===== src/rtl/core/swo_pkg.sv =====
// Package for the stereo wavetable oscillator: field widths, sample and
// weight types, reset and pitch constants, command codes.
// No dependencies.
package swo_pkg;

    localparam int KNOB_W      = 12;
    localparam int SAMPLE_W    = 16;
    localparam int OUT_W       = 12;
    localparam int PHASE_W     = 32;
    localparam int FRAC_W      = 16;
    localparam int WEIGHT_W    = FRAC_W + 1;
    localparam int LOAD_WAVE_W = 6;
    localparam int LOAD_POS_W  = 10;

    typedef logic [KNOB_W-1:0]          knob_t;
    typedef logic signed [SAMPLE_W-1:0] sample_t;
    typedef logic signed [OUT_W-1:0]    out_sample_t;
    typedef logic [WEIGHT_W-1:0]        weight_t;
    typedef logic [PHASE_W-1:0]         phase_t;

    localparam logic MODE_TICK = 1'b0;
    localparam logic MODE_LOAD = 1'b1;

    localparam phase_t              BASE_INC_RESET = 32'd39370534;
    localparam logic [FRAC_W-1:0]   OCT_SLOPE      = 16'd45426;
    localparam int                  KNOB_MAX       = 4095;
    localparam weight_t             WEIGHT_ONE     = 17'h10000;

endpackage


===== src/rtl/core/swo_blend.sv =====
// Two-stage linear blend: floor((b*w + a*(65536-w)) / 2^16), w in 0..65536.
// New operands every cycle, result through prod_reg then res_reg. Depends on swo_pkg.
module swo_blend (
    input  logic              clk,
    input  swo_pkg::sample_t  a,
    input  swo_pkg::sample_t  b,
    input  swo_pkg::weight_t  w,
    output swo_pkg::sample_t  res
);
    import swo_pkg::*;

    localparam int PROD_W = SAMPLE_W + WEIGHT_W + 2;
    localparam int SUM_W  = PROD_W + 1;

    logic signed [SAMPLE_W:0]   diff;
    logic signed [WEIGHT_W:0]   w_s;
    logic signed [PROD_W-1:0]   prod;
    logic signed [SUM_W-1:0]    sum;

    sample_t                    a_reg;
    logic signed [PROD_W-1:0]   prod_reg;
    sample_t                    res_reg;

    always_comb
    begin
        diff = {b[SAMPLE_W-1], b} - {a[SAMPLE_W-1], a};
        w_s  = {1'b0, w};
        prod = PROD_W'(diff * w_s);
        sum  = {{(SUM_W-SAMPLE_W-FRAC_W){a_reg[SAMPLE_W-1]}}, a_reg, {FRAC_W{1'b0}}}
             + {prod_reg[PROD_W-1], prod_reg};
    end

    always_ff @(posedge clk)
    begin
        a_reg    <= a;
        prod_reg <= prod;
        res_reg  <= sum[FRAC_W +: SAMPLE_W];
    end

    assign res = res_reg;

endmodule


===== config.mk =====
export PLATFORM = sky130hd
export DESIGN_NAME = swo_blend
export DESIGN_NICKNAME = d
export VERILOG_FILES = /design/src/rtl/core/swo_pkg.sv /design/src/rtl/core/swo_blend.sv
export SDC_FILE = /design/constraint.sdc
export NUM_CORES = 1
export LEC_CHECK = 0
export ABC_CLOCK_PERIOD_IN_PS = 9300
export BUFFER_PORTS_ARGS = -buffer_cell sky130_fd_sc_hd__buf_4
export CORE_MARGIN = 2
export CORE_UTILIZATION = 50
export DETAILED_ROUTE_END_ITERATION = 10
export PLACE_DENSITY = 0.67
export SYNTH_ARGS = -nofsm -noshare
export SYNTH_HDL_FRONTEND = slang
export SYNTH_SLANG_ARGS = --single-unit

===== constraint.sdc =====
create_clock -name clk -period 9.3 [get_ports clk]
set_input_delay 0 -clock clk [delete_from_list [all_inputs] [get_ports clk]]
set_output_delay 0 -clock clk [all_outputs]
set_load 0.05 [all_outputs]

## Yosys cells after proc, flatten, opt, wreduce, memory -nomap -nowiden

Cells that the tools add are included.

- $add $sub $neg: 2
- $mul: 1

Operators by type and width:

| cell | count |
|---|---|
| $add A32 B32 Y32 | 1 |
| $mul A17 B18 Y32 | 1 |
| $sub A16 B16 Y17 | 1 |

- Register bits after elaboration: 64
- Output and inout port bits: 16
- Word-level logic and storage cells: 6
- Input bits: 50

## Logic depth before layout (Yosys ltp)

- Word-level depth: 2
- Gate-level depth with buffers: 32
- Gate-level depth less buffers: 31

## Worst setup path before layout

No wires, ideal clock.

- Kind: input to register
- Start: in a[4]
- End: reg prod_reg[30]
- Slack: 2.186 ns
- Required time: 9.205 ns
- Library setup time: 0.095 ns
- Cell stages on the path: 31
- Data arrival time: 7.018 ns
- Cells stage by stage: inv_1 > ha_1 > and2_1 > a22o_1 > a31oi_1 > a21oi_1 > a21oi_1 > o21bai_1 > xor2_1 > clkbuf_1 > nand2_1 > fa_1 > inv_1 > fa_1 > inv_1 > fa_1 > inv_1 > fa_1 > fa_1 > inv_1 > fa_1 > inv_1 > ha_1 > and3_1 > a221oi_1 > o21ai_0 > a2111oi_0 > nor2_1 > o221ai_1 > nand2_1 > o311ai_1

- Word-level cells in the longest chain between the ends: 2

RTL lines:

| element | line | text |
|---|---|---|
| start: declaration | swo_blend.sv:5 | `input swo_pkg::sample_t a,` |
| $sub A16 B16 Y17 | swo_blend.sv:26 | `diff = {b[SAMPLE_W-1], b} - {a[SAMPLE_W-1], a};` |
| $mul A17 B18 Y32 | swo_blend.sv:28 | `prod = PROD_W'(diff * w_s);` |
| via prod[30] | swo_blend.sv:17 | `logic signed [PROD_W-1:0] prod;` |
| end signal: assignment | swo_blend.sv:36 | `prod_reg <= prod;` |
| end: declaration | swo_blend.sv:21 | `logic signed [PROD_W-1:0] prod_reg;` |

The timed path passes the listed nets, and every way through them passes these cells.

## Final worst setup path

- Start: in a[3]
- End: reg prod_reg[30]

Same word-level chain as after synthesis.

==> reports/metrics.cfg <==
[run_status]
outcome = completed

[timing]
final_hold_viol_count = 0
rsz0062_at_grt = false
timing.fmax_ghz = 0.1215
slew_violations = 0
period_needed_ns = 8.233
setup_viol = 0
relSlewSlack_pct = 29.35
finClkSkew_ns = 0.002746
fin_crit_sh_pct = 88.52
fin_tns_setup_ns = 0
max_slew.worst_pin.slew_ns = 1.055
holdWs_ns = 0.3598

[route]
routed_via_density = 5.260
firstDrtPassIters = 5
wl_um = 26970
drt-initial-drc-count = 417
drc = 0
drtAntennaViolNets = 0
wire_per_inst_um = 16.76
vias = 8464

[global_routing]
grtUsageTotal_pct = 23.51
grt_pass1_wl_um = 44770
grt_max_degree = 20
grt_overflow = 0
grt_pass1_vias = 9087
antenna_found_initial = 0

[floorplan]
io_pins = 66
start_util_pct = 50.74
placementRows = 55
dieArea_um2 = 24060
core-area_um2 = 22500
die_w_um = 155.1
die_y_um = 155.1

[clock_network]
cts_made_buffers = 5
htreeDepth = 2
clk_latency_ns = 0.29
cts_sinks = 48
clkSlewWorstSetupHoldPaths_ns = 0.06
clockRootBuffer = clkbuf_16
tritoncts = yes
clk_path_buf_depth = 2

[cells_and_area]
nets = 1736
drive_above_1_share_pct = 7.553
diodes = 0
final_common_cell = inv_1
fillers = 2058
area_growth_pct = 9.961
final_cells = 1609
final_cell_mix = inv_1 (296), fa_1 (225), nand2_1 (148)

[setup_path]
cp_max_fo = 17
criticalPathCategory = in2reg
crit_path_start_kind = input pin
cpMaxStageDelayCell = fa_1
end_kind = flip-flop
worstPathRequired_ns = 9.49
slowest_delay_ns = 0.53
worstSetupStartpoint = a[3]
reg2reg_from = prod_reg[16]$_DFF_P_
crit_arrival_ns = 8.43

[yosys]
synth-edff-count = 0
yosysSeqAreaShare_pct = 8.416
syn_inst = 1258
yosys_warnings = 0
synth_nets = 1670
synthArstFlopShare_pct = 0
syn_avg_cell_area_um2 = 9.076
ys_ff_latch = 48
netlist_area_um2 = 11420
ys_types = 52
synth_ff_type = dfxtp_1

[min_path]
hp-start = a[2]
hold_path_class = in2reg

[place]
dpl.hpwl_um = 21470
placed_cells = 1586
io_buffers = 65
gp_congestion = 0.8398

[run]
cap_violations = 0

## cell type report
cell class | instances | area (µm²) | share of cell area [%]
clock buffer | 5 | 125.1 | 0.9966
clock inverter | 2 | 12.51 | 0.09966
inverter | 296 | 1111 | 8.850
multi-input combinational | 879 | 9243 | 73.62
sequential | 48 | 960.9 | 7.654
tap | 285 | 356.6 | 2.840
timing repair buffer | 94 | 745.7 | 5.940
## worst max-delay path: cells and delay by family
family	cells	cell delay, ns
fa+ha+maj	8	3.68
simple gates	5	0.85
compound gates	10	2.47
buf+inv	9	1.24
xor+xnor	1	0.14
## cell families after synthesis
group	share of synthesized area [%]
xor gates and xnor gates	3.496
buffers and inverters	10.89
and+or+nand+nor	16.38
AOI/OAI and AO/OA	6.346
adders and majority gates	54.47
DFF	8.416
## stage by stage
step / area [µm²] / util (%) / worst slack, ns
2_1_floorplan: 11420 / - / 2.186
3_3_place_gp: 12260 / 54.47 / 1.367
3_5_place_dp: 12260 / 54.47 / 1.347
4_1_cts: 12550 / 55.79 / 1.050
5_1_grt: 12550 / 55.79 / 0.6169
6_report: 12550 / 55.79 / 1.067
## final timing paths
kind / end / slack (ns) / depth (start not counted)
worst min-delay path: a_reg[2]$_DFF_P_ / 0.36 / 2
worst max-delay path: prod_reg[30]$_DFF_P_ / 1.07 / 33
worst min register to register: res[0]$_DFF_P_ / 0.45 / 1
worst max register to register: res[14]$_DFF_P_ / 6.66 / 11
## layer usage
| metal | global-route usage (%) | vias to the layer above | routed length (µm) |
|---|---|---|---|
| met3 | 2.117 | 41 | 1008 |
| met1 | 30.03 | 4315 | 11310 |
| met4 | 5.864 | 0 | 673 |
| met2 | 43.03 | 189 | 13970 |
| met5 | 0 | - | 0 |
| li1 | - | 3919 | - |
## synth_stat cells (all sizes together) (2+ instances only)
| master | instances | area share [%] |
|---|---|---|
| o31a | 3 | 0.23 |
| a211o | 3 | 0.23 |
| nand2 | 148 | 4.9 |
| a21o | 16 | 1.1 |
| o311ai | 2 | 0.15 |
| o21ai | 15 | 0.66 |
| nand3 | 7 | 0.31 |
| or3 | 7 | 0.38 |
| and3 | 6 | 0.33 |
| and4 | 4 | 0.31 |
| nand2b | 5 | 0.27 |
| o21a | 8 | 0.53 |
| xnor2 | 28 | 2.1 |
| ha | 137 | 15 |
| nor2 | 27 | 0.89 |
| nand4 | 3 | 0.16 |
| clkbuf | 34 | 1.1 |
| dfxtp | 48 | 8.4 |
| a31oi | 4 | 0.22 |
| nor2b | 35 | 1.9 |
| a21boi | 4 | 0.26 |
| nor3 | 8 | 0.35 |
| xor2 | 15 | 1.2 |
| a2111oi | 2 | 0.32 |
| or2 | 8 | 0.44 |
| inv | 296 | 9.7 |
| a21oi | 27 | 1.2 |
| nor3b | 2 | 0.13 |
| and2 | 106 | 5.8 |
| fa | 225 | 39 |
| a211oi | 5 | 0.33 |
| o31ai | 2 | 0.13 |
## what timing repair did
action / in CTS / in global routing
resized for setup: 0 / 0
setup buffers: 0 / 0
hold buffers: 16 / 0
endpoints found under the hold margin: 16 / 0
Power is not shown: default switching activity piles up to over one toggle a cycle in this logic, so the estimate is an artifact.
