[src/rtl/core/swo_pkg.sv]
// Package for the stereo wavetable oscillator: field widths, sample and
// weight types, reset and pitch constants, command codes.
// No dependencies.
package swo_pkg;

    localparam int KNOB_W      = 12;
    localparam int SAMPLE_W    = 16;
    localparam int OUT_W       = 12;
    localparam int PHASE_W     = 32;
    localparam int FRAC_W      = 16;
    localparam int WEIGHT_W    = FRAC_W + 1;
    localparam int LOAD_WAVE_W = 6;
    localparam int LOAD_POS_W  = 10;

    typedef logic [KNOB_W-1:0]          knob_t;
    typedef logic signed [SAMPLE_W-1:0] sample_t;
    typedef logic signed [OUT_W-1:0]    out_sample_t;
    typedef logic [WEIGHT_W-1:0]        weight_t;
    typedef logic [PHASE_W-1:0]         phase_t;

    localparam logic MODE_TICK = 1'b0;
    localparam logic MODE_LOAD = 1'b1;

    localparam phase_t              BASE_INC_RESET = 32'd39370534;
    localparam logic [FRAC_W-1:0]   OCT_SLOPE      = 16'd45426;
    localparam int                  KNOB_MAX       = 4095;
    localparam weight_t             WEIGHT_ONE     = 17'h10000;

endpackage

[src/rtl/core/swo_incr.sv]
// Phase increment from the pitch knob: whole-octave shift of the base
// increment plus a linear fractional-octave term. Pipelined through
// shift_reg/slope_reg, shift2_reg/adj_reg and inc_reg. Depends on swo_pkg.
module swo_incr (
    input  logic            clk,
    input  swo_pkg::knob_t  pitch,
    input  swo_pkg::phase_t base_inc,
    output swo_pkg::phase_t inc
);
    import swo_pkg::*;

    logic [2:0]          oct_code;
    logic [FRAC_W-1:0]   oct_frac;
    logic [2:0]          rshift;
    phase_t              shifted;
    logic [2*PHASE_W-1:0] prod;

    phase_t shift_reg;
    phase_t slope_reg;
    phase_t shift2_reg;
    phase_t adj_reg;
    phase_t inc_reg;

    always_comb
    begin
        oct_code = pitch[KNOB_W-1 -: 3];
        oct_frac = {pitch[KNOB_W-4:0], 7'b0};
        rshift   = 3'd4 - {1'b0, oct_code[1:0]};
        if (oct_code[2])
        begin
            shifted = base_inc << oct_code[1:0];
        end
        else
        begin
            shifted = base_inc >> rshift;
        end
        prod = {{PHASE_W{1'b0}}, shift_reg} * {{PHASE_W{1'b0}}, slope_reg};
    end

    always_ff @(posedge clk)
    begin
        shift_reg  <= shifted;
        slope_reg  <= {{FRAC_W{1'b0}}, oct_frac} * {{FRAC_W{1'b0}}, OCT_SLOPE};
        shift2_reg <= shift_reg;
        adj_reg    <= prod[2*PHASE_W-1:PHASE_W];
        inc_reg    <= shift2_reg + adj_reg;
    end

    assign inc = inc_reg;

endmodule

[config.mk]
export PLATFORM = sky130hd
export DESIGN_NAME = swo_incr
export DESIGN_NICKNAME = d
export VERILOG_FILES = /design/src/rtl/core/swo_pkg.sv /design/src/rtl/core/swo_incr.sv
export SDC_FILE = /design/constraint.sdc
export NUM_CORES = 2
export LEC_CHECK = 0
export ABC_AREA = 1
export ABC_CLOCK_PERIOD_IN_PS = 6250
export CORE_MARGIN = 2
export CORE_UTILIZATION = 60
export DETAILED_ROUTE_END_ITERATION = 10
export DONT_BUFFER_PORTS = 1
export PLACE_DENSITY = 0.76
export SLEW_MARGIN = 0
export SYNTH_ARGS = -nofsm -noshare
export SYNTH_HDL_FRONTEND = slang
export SYNTH_SLANG_ARGS = --single-unit
[constraint.sdc]
create_clock -name clk -period 6.25 [get_ports clk]
set_input_delay 0.9375 -clock clk [delete_from_list [all_inputs] [get_ports clk]]
set_output_delay 0.9375 -clock clk [all_outputs]
set_load 0.03 [all_outputs]
# Yosys cells after proc, flatten, opt, wreduce, memory -nomap -nowiden
# Cells that the tools add are included.
# W data, S select, Z words.
dict set report word_totals {
  regBits 152
  input_bits 45
  output_inout_bits 32
  elab_cells 12
}
dict set report classes {
  add_sub_neg 2
  n_mul 2
  shift 2
  mux 1
}
# operator n
set ops {}
lappend ops {{$mul A32 B24 Y56} 1}
lappend ops {{$add A32 B32 Y32} 1}
lappend ops {{$mux W32} 1}
lappend ops {{$shl A32 B2 Y32} 1}
lappend ops {{$shr A32 B3 Y32} 1}
lappend ops {{$mul A9 B15 Y24 const B} 1}
lappend ops {{$sub A3 B2 Y3 const A} 1}

# Longest topological paths before layout
dict set report depth {
  depth_word 3
  depth_mapped 29
  depth_no_buf 28
}

# Least setup slack after synthesis
# No wires, ideal clock.
dict set report synth_timing {
  path_kind {flip-flop to flip-flop}
  startpoint {register shift_reg[21]}
  endpoint {register adj_reg[28]}
  setup_ns 0.112
  arrival_time_ns 5.645
  required_time_ns 6.138
  slack_ns 0.493
  path_stages_with_launch 25
  path_buffers 1
  period_less_slack_ns 5.757
  path_cell_list {dfxtp_1 > clkbuf_1 > nand2_1 > fa_1 > inv_1 > fa_1 > inv_1 > fa_1 > fa_1 > inv_1 > fa_1 > fa_1 > inv_1 > fa_1 > inv_1 > ha_1 > nand2_1 > nor2_1 > inv_2 > nor2_1 > inv_1 > nor4_1 > nand2_1 > nand3_1 > nand2_1}
}
dict set report synth_between {
  elab_chain_len 1
}
# element line
set synth_lines {}
lappend synth_lines {{from (decl)} swo_incr.sv:18} ;# phase_t shift_reg;
lappend synth_lines {{from (signal assigned)} swo_incr.sv:42} ;# shift_reg <= shifted;
lappend synth_lines {{$mul A32 B24 Y56} swo_incr.sv:37} ;# prod = {{PHASE_W{1'b0}}, shift_reg} * {{PHASE_W{1'b0}}, slope_reg};
lappend synth_lines {{net prod[60]} swo_incr.sv:16} ;# logic [2*PHASE_W-1:0] prod;
lappend synth_lines {{to (signal assigned)} swo_incr.sv:45} ;# adj_reg <= prod[2*PHASE_W-1:PHASE_W];
lappend synth_lines {{to (decl)} swo_incr.sv:21} ;# phase_t adj_reg;
# The timed path passes the listed nets, and every way through them passes these cells.

# Worst setup path after layout
dict set report layout_timing {
  startpoint {register slope_reg[11]}
  endpoint {register adj_reg[9]}
}
dict set report layout_between {
  elab_chain_len 1
}
# element line
set layout_lines {}
lappend layout_lines {{from (decl)} swo_incr.sv:19} ;# phase_t slope_reg;
lappend layout_lines {{from (signal assigned)} swo_incr.sv:43} ;# slope_reg <= {{FRAC_W{1'b0}}, oct_frac} * {{FRAC_W{1'b0}}, OCT_SLOPE};
lappend layout_lines {{$mul A32 B24 Y56} swo_incr.sv:37}
lappend layout_lines {{net prod[41]} swo_incr.sv:16}
# The timed path passes the listed nets, and every way through them passes these cells.

==> flow_metrics.env <==
export IMPL_vias=29100
export IMPL_outcome="complete, no violations"
export IMPL_grt_max_degree=55
export IMPL_seqCellArea_sq_mm=0.00312
export IMPL_die_width_microns=244
export IMPL_grt_ovfl_total=0
export IMPL_max_freq_mhz=163
export IMPL_worstMarginPinSlew_ns=0.860
export IMPL_fillers=4738
export IMPL_crit_family="adder cells"
export IMPL_synth_compound_area_frac=0.0643
export IMPL_grt_pass1_wl_mm=157
export IMPL_synth_top_family_by_area="adder cells"
export IMPL_synth_top_area_cell="fa_1"
export IMPL_ant_nets=0
export IMPL_ctsHoldBuffers=0
export IMPL_htreeDepth=4
export IMPL_syn_nets=5562
export IMPL_viasPerCell=5.45
export IMPL_timing_hold_ws_ns=0.467
export IMPL_synth_commonest_cells="inv_1, nand2_1, fa_1, ha_1, a21oi_1"
export IMPL_slew_headroom=0.425
export IMPL_drv_slew=0
export IMPL_numClockSinks=152
export IMPL_ys_flop_type="dfxtp_1"
export IMPL_nNetsFinal=5572
export IMPL_drive_gt1_frac=0.0743
export IMPL_synth_cells=4556
export IMPL_syn_area_sq_mm=0.0346
export IMPL_setup_viol=0
export IMPL_synth_most_common_cell="inv_1"
export IMPL_crit_arrival_ns=6.48
export IMPL_worstSkewPairLatency_ns=0.50
export IMPL_rsz0062_at_grt="true"
export IMPL_worstSetupPathType="flop to flop"
export IMPL_cts_buffers=17
export IMPL_die_height_microns=244
export IMPL_ys_ff_latch=152
export IMPL_drt_first_pass_iters=5
export IMPL_critical_path_required_ns=6.59
export IMPL_crit_path_max_incr_delay_ns=0.57
export IMPL_avgRoutedWirePerCell_microns=18.7
export IMPL_ys_types=45
export IMPL_period_minus_slack_ns=6.13
export IMPL_fin_crit_sh=0.981
export IMPL_initial_utilization=0.609
export IMPL_seq_area_frac_synth=0.0880
export IMPL_multi_input_area_sq_mm=0.0262
export IMPL_pre_cts_ws_ns=-0.196
export IMPL_syn_area_per_cell_sq_um=7.59
export IMPL_die_area_sq_mm=0.0595
export IMPL_fin_skew_ns=0.0204
export IMPL_post_route_drc_count=0
export IMPL_async_flop_share=0
export IMPL_path_common_cell="fa_1"
export IMPL_finalWirelength_mm=99.8
export IMPL_finalHoldViolCount=0
export IMPL_port_buffer_count=0
export IMPL_fin_util=0.670
export IMPL_tritoncts="built"
export IMPL_cts_root_buf="clkbuf_16"
export IMPL_synthToLayoutAreaGrowth_pct=9.96
export IMPL_synth_edf_count=0
export IMPL_synthAdderAreaFrac=0.498
export IMPL_cp_max_fo=13
export IMPL_rows=87
export IMPL_hp_class="primary input to flop"
export IMPL_worst_slack_ns=0.116
export IMPL_dr_first_iter_drc_count=2407
export IMPL_path_clk_slew_ns=0.07
export IMPL_first_global_vias=30500
export IMPL_synth_xor_area_share=0.0150
export IMPL_crit_buf_inv=9
export IMPL_yosysTopAreaCellShare=0.399
export IMPL_yosys_warnings=0
export IMPL_grtUsageTotal=0.335
export IMPL_yosys_mux_area_fraction=0.00492
export IMPL_start_kind="flop"
export IMPL_finalSetupTns_ns=0
export IMPL_antenna_cells=0
export IMPL_maxCapViolations=0
export IMPL_finalWeightedCongestion=1.05
export IMPL_antenna_found_initial=0
export IMPL_end_kind="flop"
export IMPL_core_area_sq_mm=0.0567
export IMPL_hpwl_mm=77.5
export IMPL_cts_max_path_buffers=2
export IMPL_ios=77
export IMPL_synth_area_leaders="fa_1, inv_1, nand2_1"
export IMPL_yosys_area_share_simple=0.166
export IMPL_cp_slowest_cell="fa_1"
-- path summary, 6_finish.rpt --
| path | from | end | slack (ns) | cells after the start |
|---|---|---|---|---|
| hold / removal | pitch[2] | slope_reg[10] | 0.47 | 0 |
| setup / recovery | slope_reg[11] | adj_reg[9] | 0.12 | 26 |
| setup reg to reg | slope_reg[11] | adj_reg[9] | 0.12 | 26 |
| hold reg to reg | adj_reg[0] | inc[0] | 0.48 | 1 |
-- layout make-up --
type,instances,area share
Multi-Input combinational cell,2891,0.690
Inverter,1356,0.134
Sequential cell,152,0.0821
Timing Repair Buffer,148,0.0528
Tap cell,756,0.0249
Clock buffer,17,0.0112
Clock inverter,15,0.00467
-- cell usage in the layout (no fill, tap or decap), types with 4 or more instances in the layout --
cell type     n
buf_6         4
ha_1        257
inv_1      1313
o211ai_1      4
dfxtp_4      17
buf_4        80
and2_1        5
o21bai_1     19
fa_1        685
nor3_1       14
xor2_1       39
o21a_1        7
clkbuf_16    34
xnor2_1      20
a21oi_1     172
ha_4         13
nand2_1    1147
inv_2        41
nand3_1      71
dfxtp_1     125
inv_8         5
o21ai_0      51
dfxtp_2      10
buf_12       46
a21o_1       11
nand2_2      14
nor2_2       27
a221o_1      15
mux2i_1      17
nand4_1      18
a21boi_1      6
fa_2          4
clkinv_8      5
o21ai_1      48
nor2_1      153
o21ai_2       4
a21oi_2      10
o22ai_1      21
-- stage by stage --
stage	instances	area, sq um
detailed placement	5282	36400
finish	5335	38000
CTS	5314	37000
global placement	5282	36400
global route	5335	38000
floorplan	4556	34600
-- cells by family after synthesis --
family	after synthesis
buffers and inverters	1513
AO/OA/AOI/OAI	388
adder cells (fa/ha/maj)	961
flip-flops	152
XOR/XNOR	59
AND/OR/NAND/NOR	1466
multiplexers	17
-- per-layer routing --
metal | GRT usage | vias up | wire (microns)
met4 | 0.118 | 0 | 4930
met3 | 0.0666 | 321 | 9510
met2 | 0.559 | 1396 | 46500
met1 | 0.436 | 14200 | 38800
met5 | 0 | - | 0
li1 | - | 13200 | -
-- what timing repair did --
item | 4_1_cts | 5_1_grt
pin swaps | 0 | 12
buffers inserted | 0 | 4
cloned | 0 | 17
resized for setup | 7 | 137
endpoints found under the hold margin | 0 | 0
endpoints found under the setup margin | 4 | 32
Power is not shown: default switching activity piles up to over one toggle a cycle in this logic, so the estimate is an artifact.
